==> src/rcdc_pkg.sv <==
package rcdc_pkg;

   localparam logic [63:0] RABIN_POLY = 64'hbfe6b8a5bf378d83;
   localparam int OUT_LEN_BITS = 25;
   localparam int CSR_INDEX_BITS = 8;
   localparam int CSR_DATA_BITS = 32;
   localparam int WINDOW_RESET = 32;
   localparam int SKIP_KEEP = 256;
   localparam int SKIP_LIMIT = 512;

   localparam logic [CSR_INDEX_BITS-1:0] REG_WINDOW_BYTES = 8'd0;
   localparam logic [CSR_INDEX_BITS-1:0] REG_MIN_BLOCK = 8'd1;
   localparam logic [CSR_INDEX_BITS-1:0] REG_MAX_BLOCK = 8'd2;
   localparam logic [CSR_INDEX_BITS-1:0] REG_MASK_BITS = 8'd3;

   typedef logic [7:0][63:0] basis_type;

   typedef struct packed {
      logic [7:0] window_bytes;
      logic [24:0] min_block;
      logic [24:0] max_block;
      logic [4:0] mask_bits;
   } cfg_type;

   typedef struct packed {
      logic [OUT_LEN_BITS-1:0] block_length;
      logic [63:0] block_fingerprint;
      logic stream_done;
   } result_type;

   // multiply by x modulo the polynomial
   function automatic logic [63:0] gf_xtime(input logic [63:0] v);
      logic [63:0] s;
      s = v << 1;
      if (s[63]) begin
         s = s ^ RABIN_POLY;
      end
      return s;
   endfunction

   function automatic logic [63:0] fold8(input logic [7:0] sel, input basis_type b);
      logic [63:0] acc;
      acc = '0;
      for (int k = 0; k < 8; k++) begin
         if (sel[k]) begin
            acc = acc ^ b[k];
         end
      end
      return acc;
   endfunction

   function automatic basis_type push_basis_init();
      basis_type t;
      logic [63:0] v;
      v = RABIN_POLY ^ 64'h8000000000000000;
      for (int k = 0; k < 8; k++) begin
         t[k] = v;
         v = gf_xtime(v);
      end
      t[0] = t[0] | 64'h8000000000000000;
      return t;
   endfunction

   localparam basis_type PUSH_BASIS = push_basis_init();

   // append one byte to a fingerprint
   function automatic logic [63:0] push_byte(input logic [63:0] p, input logic [7:0] m);
      return {p[55:0], m} ^ fold8(p[62:55], PUSH_BASIS);
   endfunction

endpackage

==> src/rcdc_if.sv <==
interface rcdc_req_if;
   logic valid;
   logic ready;
   logic [7:0] data_byte;
   logic stream_last;
   modport source(output valid, output data_byte, output stream_last, input ready);
   modport sink(input valid, input data_byte, input stream_last, output ready);
endinterface

interface rcdc_rsp_if;
   logic valid;
   logic ready;
   logic [24:0] block_length;
   logic [63:0] block_fingerprint;
   logic stream_done;
   modport source(output valid, output block_length, output block_fingerprint,
                  output stream_done, input ready);
   modport sink(input valid, input block_length, input block_fingerprint,
                input stream_done, output ready);
endinterface

interface rcdc_csr_if;
   logic valid;
   logic ready;
   logic [7:0] index;
   logic [31:0] wdata;
   modport source(output valid, output index, output wdata, input ready);
   modport sink(input valid, input index, input wdata, output ready);
endinterface

==> src/rabin_content_defined_chunker.sv <==
// Rolling-fingerprint chunker, one byte per cycle while req ready is high.
// A boundary item enters the result queue when the block's last byte is taken.
// Req is ready while the two-entry result queue has room and no rebuild runs.
// After reset and after every window_bytes write the pop basis is rebuilt
// over the window length (capped at MAX_WINDOW); req ready stays low till done.
// Reset is synchronous, active high; config returns to its reset values.
module rabin_content_defined_chunker #(
   parameter int MAX_WINDOW = 128,
   parameter int LENGTH_BITS = 25
) (
   input logic clock,
   input logic reset,
   rcdc_req_if.sink req_ch,
   rcdc_rsp_if.source rsp_ch,
   rcdc_csr_if.sink csr_ch
);
   import rcdc_pkg::*;

   localparam int PB = $clog2(MAX_WINDOW);
   localparam int WB = PB + 1;

   cfg_type cfg_ff;
   logic [WB-1:0] win;
   logic wr, start, busy, space, push;
   basis_type pop_basis;
   result_type result;

   assign csr_ch.ready = 1'b1;
   assign wr = csr_ch.valid;
   assign start = wr && (csr_ch.index == REG_WINDOW_BYTES);

   always_ff @(posedge clock) begin
      if (reset) begin
         cfg_ff.window_bytes <= 8'd32;
         cfg_ff.min_block <= 25'd2048;
         cfg_ff.max_block <= 25'd8192;
         cfg_ff.mask_bits <= 5'd12;
      end else if (wr) begin
         case (csr_ch.index)
            REG_WINDOW_BYTES: cfg_ff.window_bytes <= csr_ch.wdata[7:0];
            REG_MIN_BLOCK: cfg_ff.min_block <= csr_ch.wdata[24:0];
            REG_MAX_BLOCK: cfg_ff.max_block <= csr_ch.wdata[24:0];
            REG_MASK_BITS: cfg_ff.mask_bits <= csr_ch.wdata[4:0];
            default: begin
            end
         endcase
      end
   end

   assign win = (cfg_ff.window_bytes == 8'd0) ? WB'(1) :
                (32'(cfg_ff.window_bytes) > 32'(MAX_WINDOW)) ? WB'(MAX_WINDOW) :
                WB'(cfg_ff.window_bytes);

   rcdc_span #(.WB(WB)) u_span (
      .clock(clock),
      .reset(reset),
      .start(start),
      .win(win),
      .busy(busy),
      .pop_basis(pop_basis)
   );

   rcdc_hash #(
      .MAX_WINDOW(MAX_WINDOW),
      .LENGTH_BITS(LENGTH_BITS),
      .PB(PB),
      .WB(WB)
   ) u_hash (
      .clock(clock),
      .reset(reset),
      .req_ch(req_ch),
      .cfg(cfg_ff),
      .win(win),
      .pop_basis(pop_basis),
      .hold(busy),
      .space(space),
      .push(push),
      .result(result)
   );

   rcdc_queue u_queue (
      .clock(clock),
      .reset(reset),
      .push(push),
      .din(result),
      .space(space),
      .rsp_ch(rsp_ch)
   );
endmodule

==> src/rcdc_span.sv <==
module rcdc_span #(
   parameter int WB = 8
) (
   input logic clock,
   input logic reset,
   input logic start,
   input logic [WB-1:0] win,
   output logic busy,
   output rcdc_pkg::basis_type pop_basis
);
   import rcdc_pkg::*;

   typedef enum logic [1:0] {ST_LOAD, ST_SPAN, ST_BASIS, ST_IDLE} state_type;

   state_type state_ff;
   logic [63:0] span_ff;
   logic [WB-1:0] cnt_ff;
   logic [2:0] k_ff;
   basis_type basis_ff;

   always_ff @(posedge clock) begin
      if (reset) begin
         state_ff <= ST_LOAD;
      end else if (start) begin
         state_ff <= ST_LOAD;
      end else begin
         case (state_ff)
            ST_LOAD: begin
               span_ff <= 64'd1;
               cnt_ff <= win - WB'(1);
               state_ff <= ST_SPAN;
            end
            ST_SPAN: begin
               if (cnt_ff == '0) begin
                  span_ff <= span_ff[63] ? (span_ff ^ RABIN_POLY) : span_ff;
                  k_ff <= 3'd0;
                  state_ff <= ST_BASIS;
               end else begin
                  span_ff <= push_byte(span_ff, 8'd0);
                  cnt_ff <= cnt_ff - WB'(1);
               end
            end
            ST_BASIS: begin
               basis_ff[k_ff] <= span_ff;
               span_ff <= gf_xtime(span_ff);
               k_ff <= k_ff + 3'd1;
               if (k_ff == 3'd7) begin
                  state_ff <= ST_IDLE;
               end
            end
            default: begin
               state_ff <= ST_IDLE;
            end
         endcase
      end
   end

   assign busy = (state_ff != ST_IDLE);
   assign pop_basis = basis_ff;
endmodule

==> src/rcdc_hash.sv <==
module rcdc_hash #(
   parameter int MAX_WINDOW = 128,
   parameter int LENGTH_BITS = 25,
   parameter int PB = 7,
   parameter int WB = 8
) (
   input logic clock,
   input logic reset,
   rcdc_req_if.sink req_ch,
   input rcdc_pkg::cfg_type cfg,
   input logic [WB-1:0] win,
   input rcdc_pkg::basis_type pop_basis,
   input logic hold,
   input logic space,
   output logic push,
   output rcdc_pkg::result_type result
);
   import rcdc_pkg::*;

   localparam int CW = (LENGTH_BITS > 25) ? LENGTH_BITS : 25;

   logic [7:0] ring_mem [MAX_WINDOW];
   logic [MAX_WINDOW-1:0] vld_ff;
   logic [7:0] old_ff;
   logic old_vld_ff;
   logic [PB-1:0] pos_ff, pos_in, wr_addr, rd_addr;
   logic [63:0] roll_ff, roll_in, roll_h, roll_n, r1;
   logic [LENGTH_BITS-1:0] len_ff, len_in, len_n;
   logic [24:0] skip;
   logic [31:0] mask;
   logic acc, hash_en, bnd, clr, coll;

   function automatic logic [PB-1:0] nxt(input logic [PB-1:0] p, input logic [WB-1:0] w);
      logic [WB-1:0] q;
      q = WB'(p) + WB'(1);
      return (q >= w) ? '0 : PB'(q);
   endfunction

   assign req_ch.ready = !hold && space;
   assign acc = req_ch.valid && req_ch.ready;

   assign skip = (cfg.min_block > 25'(SKIP_LIMIT)) ? (cfg.min_block - 25'(SKIP_KEEP)) : '0;
   assign hash_en = acc && (CW'(len_ff) >= CW'(skip));
   assign wr_addr = nxt(pos_ff, win);

   assign r1 = roll_ff ^ fold8(old_vld_ff ? old_ff : 8'd0, pop_basis);
   assign roll_h = push_byte(r1, req_ch.data_byte);
   assign roll_n = hash_en ? roll_h : roll_ff;
   assign len_n = len_ff + LENGTH_BITS'(1);
   assign mask = 32'((33'd1 << cfg.mask_bits) - 33'd1);

   assign bnd = (CW'(len_n) >= CW'(cfg.max_block)) || (len_n == '1) ||
                ((CW'(len_n) >= CW'(cfg.min_block)) && ((roll_n[31:0] & mask) == mask));
   assign push = acc && (bnd || req_ch.stream_last);
   assign clr = acc && req_ch.stream_last;

   assign result.block_length = OUT_LEN_BITS'(len_n);
   assign result.block_fingerprint = roll_n;
   assign result.stream_done = req_ch.stream_last;

   always_comb begin
      pos_in = pos_ff;
      roll_in = roll_ff;
      len_in = len_ff;
      if (acc) begin
         if (clr) begin
            pos_in = PB'(win - WB'(1));
            roll_in = '0;
            len_in = '0;
         end else begin
            if (hash_en) begin
               pos_in = wr_addr;
            end
            roll_in = roll_n;
            len_in = bnd ? '0 : len_n;
         end
      end
   end

   assign rd_addr = nxt(pos_in, win);
   assign coll = hash_en && (wr_addr == rd_addr);

   always_ff @(posedge clock) begin
      if (reset) begin
         pos_ff <= PB'(WINDOW_RESET - 1);
         roll_ff <= '0;
         len_ff <= '0;
         vld_ff <= '0;
         old_vld_ff <= 1'b0;
      end else begin
         pos_ff <= pos_in;
         roll_ff <= roll_in;
         len_ff <= len_in;
         if (clr) begin
            vld_ff <= '0;
            old_vld_ff <= 1'b0;
         end else begin
            if (hash_en) begin
               vld_ff[wr_addr] <= 1'b1;
            end
            old_vld_ff <= coll ? 1'b1 : vld_ff[rd_addr];
         end
      end
   end

   always_ff @(posedge clock) begin
      if (hash_en) begin
         ring_mem[wr_addr] <= req_ch.data_byte;
      end
      old_ff <= coll ? req_ch.data_byte : ring_mem[rd_addr];
   end
endmodule

==> src/rcdc_queue.sv <==
module rcdc_queue (
   input logic clock,
   input logic reset,
   input logic push,
   input rcdc_pkg::result_type din,
   output logic space,
   rcdc_rsp_if.source rsp_ch
);
   import rcdc_pkg::*;

   result_type ent_ff [2];
   logic wr_ff, rd_ff;
   logic [1:0] cnt_ff;
   logic pop;

   assign space = (cnt_ff != 2'd2);
   assign rsp_ch.valid = (cnt_ff != 2'd0);
   assign pop = rsp_ch.valid && rsp_ch.ready;
   assign rsp_ch.block_length = ent_ff[rd_ff].block_length;
   assign rsp_ch.block_fingerprint = ent_ff[rd_ff].block_fingerprint;
   assign rsp_ch.stream_done = ent_ff[rd_ff].stream_done;

   always_ff @(posedge clock) begin
      if (reset) begin
         wr_ff <= 1'b0;
         rd_ff <= 1'b0;
         cnt_ff <= 2'd0;
      end else begin
         if (push) begin
            wr_ff <= !wr_ff;
         end
         if (pop) begin
            rd_ff <= !rd_ff;
         end
         if (push && !pop) begin
            cnt_ff <= cnt_ff + 2'd1;
         end else if (pop && !push) begin
            cnt_ff <= cnt_ff - 2'd1;
         end
      end
   end

   always_ff @(posedge clock) begin
      if (push) begin
         ent_ff[wr_ff] <= din;
      end
   end
endmodule

==> src/flat_wrapper.sv <==
// flat-port wrapper written by rule: the top's interface ports become plain ports
module rabin_content_defined_chunker_flat import rcdc_pkg::*;
#(
   parameter int MAX_WINDOW = 128,
   parameter int LENGTH_BITS = 25
)
  (clock, reset, req_ch_valid, req_ch_data_byte, req_ch_stream_last, req_ch_ready, rsp_ch_valid, rsp_ch_block_length, rsp_ch_block_fingerprint, rsp_ch_stream_done, rsp_ch_ready, csr_ch_valid, csr_ch_index, csr_ch_wdata, csr_ch_ready);
  rcdc_req_if req_ch_i ();
  rcdc_rsp_if rsp_ch_i ();
  rcdc_csr_if csr_ch_i ();
  input logic clock;
  input logic reset;
  input wire logic [$bits(req_ch_i.valid)-1:0] req_ch_valid;
  input wire logic [$bits(req_ch_i.data_byte)-1:0] req_ch_data_byte;
  input wire logic [$bits(req_ch_i.stream_last)-1:0] req_ch_stream_last;
  output wire logic [$bits(req_ch_i.ready)-1:0] req_ch_ready;
  output wire logic [$bits(rsp_ch_i.valid)-1:0] rsp_ch_valid;
  output wire logic [$bits(rsp_ch_i.block_length)-1:0] rsp_ch_block_length;
  output wire logic [$bits(rsp_ch_i.block_fingerprint)-1:0] rsp_ch_block_fingerprint;
  output wire logic [$bits(rsp_ch_i.stream_done)-1:0] rsp_ch_stream_done;
  input wire logic [$bits(rsp_ch_i.ready)-1:0] rsp_ch_ready;
  input wire logic [$bits(csr_ch_i.valid)-1:0] csr_ch_valid;
  input wire logic [$bits(csr_ch_i.index)-1:0] csr_ch_index;
  input wire logic [$bits(csr_ch_i.wdata)-1:0] csr_ch_wdata;
  output wire logic [$bits(csr_ch_i.ready)-1:0] csr_ch_ready;
  assign req_ch_i.valid = req_ch_valid;
  assign req_ch_i.data_byte = req_ch_data_byte;
  assign req_ch_i.stream_last = req_ch_stream_last;
  assign req_ch_ready = req_ch_i.ready;
  assign rsp_ch_valid = rsp_ch_i.valid;
  assign rsp_ch_block_length = rsp_ch_i.block_length;
  assign rsp_ch_block_fingerprint = rsp_ch_i.block_fingerprint;
  assign rsp_ch_stream_done = rsp_ch_i.stream_done;
  assign rsp_ch_i.ready = rsp_ch_ready;
  assign csr_ch_i.valid = csr_ch_valid;
  assign csr_ch_i.index = csr_ch_index;
  assign csr_ch_i.wdata = csr_ch_wdata;
  assign csr_ch_ready = csr_ch_i.ready;
  rabin_content_defined_chunker #(.MAX_WINDOW(MAX_WINDOW), .LENGTH_BITS(LENGTH_BITS)) u_core (.clock(clock), .reset(reset), .req_ch(req_ch_i), .rsp_ch(rsp_ch_i), .csr_ch(csr_ch_i));
endmodule
==> config.mk <==
export PLATFORM = sky130hd
export DESIGN_NAME = rabin_content_defined_chunker_flat
export DESIGN_NICKNAME = d
export VERILOG_FILES = /design/src/rcdc_pkg.sv /design/src/rcdc_if.sv /design/src/rabin_content_defined_chunker.sv /design/src/rcdc_span.sv /design/src/rcdc_hash.sv /design/src/rcdc_queue.sv /design/src/flat_wrapper.sv
export SDC_FILE = /design/constraint.sdc
export NUM_CORES = 2
export LEC_CHECK = 0
export BUFFER_PORTS_ARGS = -buffer_cell sky130_fd_sc_hd__buf_2
export CAP_MARGIN = 10
export CORE_ASPECT_RATIO = 0.6
export CORE_UTILIZATION = 63
export DETAILED_ROUTE_END_ITERATION = 8
export HOLD_SLACK_MARGIN = 0.1
export PLACE_DENSITY = 0.8
export SYNTH_ARGS = -nofsm -noshare
export SYNTH_HDL_FRONTEND = slang
export SYNTH_HIERARCHICAL = 1
export SYNTH_SLANG_ARGS = --single-unit
export TNS_END_PERCENT = 10
==> constraint.sdc <==
create_clock -name clock -period 14 [get_ports clock]
set_input_delay 2.1 -clock clock [delete_from_list [all_inputs] [get_ports clock]]
set_output_delay 2.1 -clock clock [all_outputs]
set_load 0.005 [all_outputs]
==> qor.csv <==
metric;value;unit
synthesized area per cell;14.77;um2
DRT antenna net count;0;
Worst path most repeated cell;nand2_1;
Final Hold Viols;0;
Max stage delay on crit path;1.06;ns
Total Wirelength;248.5;mm
std cell rows;108;
RSZ-0062 raised after global routing;no;
PD cells;173.4;nW/um2
die footprint;148100;um2
drt pass-1 iters;6;
vias in the first global route;52850;
Max IR drop VDD;168.3;uV
reg2reg end;u_core/u_hash/old_vld_ff$_SDFF_PP0_;
switching share of total power;31.93;%
total number of yosys warnings;6;
max-slew violation count;0;
DP HPWL;162.8;mm
Mapped Area;92320;um2
Routed WL per cell;29.44;um
clk sinks;2084;
RR Startpoint;u_core/cfg_ff[39]$_SDFFE_PP0P_;
largest net degree at the start of global routing;101;
final worst slack;2.887;ns
post-cts sizing count;0;
Initial DRC Count;8087;
initial antenna violation count;12;
Tightest Pin Transition;1.424;ns
setup clock skew after layout;0.04092;ns
worst setup path class;flip-flop to flip-flop;
cell count after synthesis;6249;
Via density;6.516;
crit end category;flip-flop;
gpl congestion;0.9869;
Post-Syn Nets;6412;
CP Data Required Time;14.68;ns
# port buffers;138;
area growth from synthesis to layout;8.944;%
Worst slew margin;5.077;%
Max-Cap Viols;0;
CP max FO;37;
Comb pwr share;28.7;%
run status;finished, final reports clean;
switching pwr;5.569;mW
Worst R2R Path Depth;36;
Final setup viols;0;
Worst R2R Setup Slack;2.89;ns
total track usage;33.52;%
top sig layer;met5;
first-pass GRT wire length;356.7;mm
metal1 wirelength;98.93;mm
number of CTS-inserted buffers;179;
Final Critical Period;11.11;ns
WL met3;41.44;mm
Max clock buf depth;3;
via count;55010;
clock slew at reported path FFs;0.07;ns
CTS tree;yes;
clock network power share;28.7;%
Hold Startpoint;u_core/u_hash/vld_ff[18]$_SDFFE_PP0N_;
Initial Utilization;63.67;%
CP Data Arrival Time;11.80;ns
Die Ht;298.5;um
Cell Int Power;11.87;mW
H-Tree Depth;4;
Remaining Overflow, GRT;0;
Hold Crit Depth;1;
clk root buf;clkbuf_16;
final non-filler cell total;8442;
setup TNS;0;ns
crit path max-delay cell type;a311oi_1;
end point of the critical path;u_core/u_hash/old_vld_ff$_SDFF_PP0_;
IO Pins;147;
Seq pwr share;42.7;%
fraction of layout cells with a size suffix above 1;15.27;%
DP Cell Count;8106;
Residual DRC;0;
type of the most critical hold path;flip-flop to flip-flop;
leakage power;32.82;nW
die width;496.2;um
Final Cycle Share;79.38;%
CP startpoint;u_core/cfg_ff[39]$_SDFFE_PP0P_;
CP Launch Type;flip-flop;
Detail Route met2 WL;102.8;mm
Post-CTS Setup Bufs;0;
Worst-Skew Late Latency;0.83;ns
worst slack, placed;3.810;ns
Total Nets Final;6527;
core box area;145000;um2
Fmax;0.08999;GHz
hold-fix buffers at CTS;0;
[power groups by stage]
stage	clock network (mW)	logic [mW]	registers, mW
floorplan	0	3.45	7.37
global placement	0	4.68	7.54
detailed placement	0	4.76	7.56
CTS	5.04	4.80	7.42
global route	5.26	5.14	7.45
finish	5.00	5.00	7.45
[area by class of cell]
class                      instances  area (um2)
antenna                            3       7.507
clock inverter                    91       890.9
multi-input combinational       3743       30780
clock buffer                     240        4903
sequential                      2084       59570
tap                             1925        2409
timing repair buffer             250        1617
fill                            9437       44420
inverter                         106       397.9
[flip-flops by register name (all words and copies together) (netlist names), 8 cells and up, named ones only]
register	cells
u_core/u_hash/roll_ff	64
u_core/u_hash/ring_mem	1024
u_core/u_span/pop_basis	504
u_core/u_hash/vld_ff	128
u_core/u_queue/ent_ff	180
u_core/u_hash/len_ff	25
u_core/u_span/span_ff	63
u_core/u_span/cnt_ff	8
u_core/cfg_ff	63
[worst min path at each step]
stage | endpoint | slack, ns
2_1_floorplan | u_core/u_hash/vld_ff[68]$_SDFFE_PP0N_ | 0.43
3_3_place_gp | u_core/u_hash/vld_ff[19]$_SDFFE_PP0N_ | 0.44
3_5_place_dp | u_core/u_hash/vld_ff[18]$_SDFFE_PP0N_ | 0.45
4_1_cts | u_core/u_hash/vld_ff[18]$_SDFFE_PP0N_ | 0.47
5_1_grt | u_core/u_hash/vld_ff[18]$_SDFFE_PP0N_ | 0.47
6_report | u_core/u_hash/vld_ff[18]$_SDFFE_PP0N_ | 0.47
[per-stage QoR]
step | power (mW) | hold WS, ns | util, % | area (um2)
global placement | 12.21 | 0.4437 | 65.35 | 94760
CTS | 17.26 | 0.4656 | 69.35 | 100600
floorplan | 10.81 | 0.4317 | - | 92320
detailed placement | 12.31 | 0.4501 | 65.35 | 94760
global route | 17.86 | 0.4747 | 69.36 | 100600
finish | 17.44 | 0.4664 | 69.37 | 100600
[critical path, delay by kind of cell (launching register included)]
kind	cells	cell delay [ns]
adder cells (fa/ha/maj)	4	1.10
XOR/XNOR	2	1.15
AND/OR/NAND/NOR	14	3.39
buffers and inverters	3	1.21
flip-flops	1	0.35
AO/OA/AOI/OAI	13	3.73
[per-layer routing]
metal,global-route usage [%],up-vias
met2,45.28,3800
li1,-,23250
met1,50.32,27500
met5,0,-
met3,14.09,447
met4,8.048,12
[cell usage in the layout (no fill, tap or decap), types with 78 or more instances in the layout]
master,count
nor2_1,444
o21ai_0,126
nand2_1,729
buf_2,129
nand2b_1,105
a21oi_1,111
mux4_2,279
mux2_2,100
edfxtp_1,1782
clkbuf_16,183
xnor3_1,78
dfxtp_1,297
buf_4,114
xor2_1,248
xnor2_1,442
mux2i_1,150
nand3_1,79
ha_1,109
inv_1,102
Note: power is estimated with default switching activity, not from simulation.
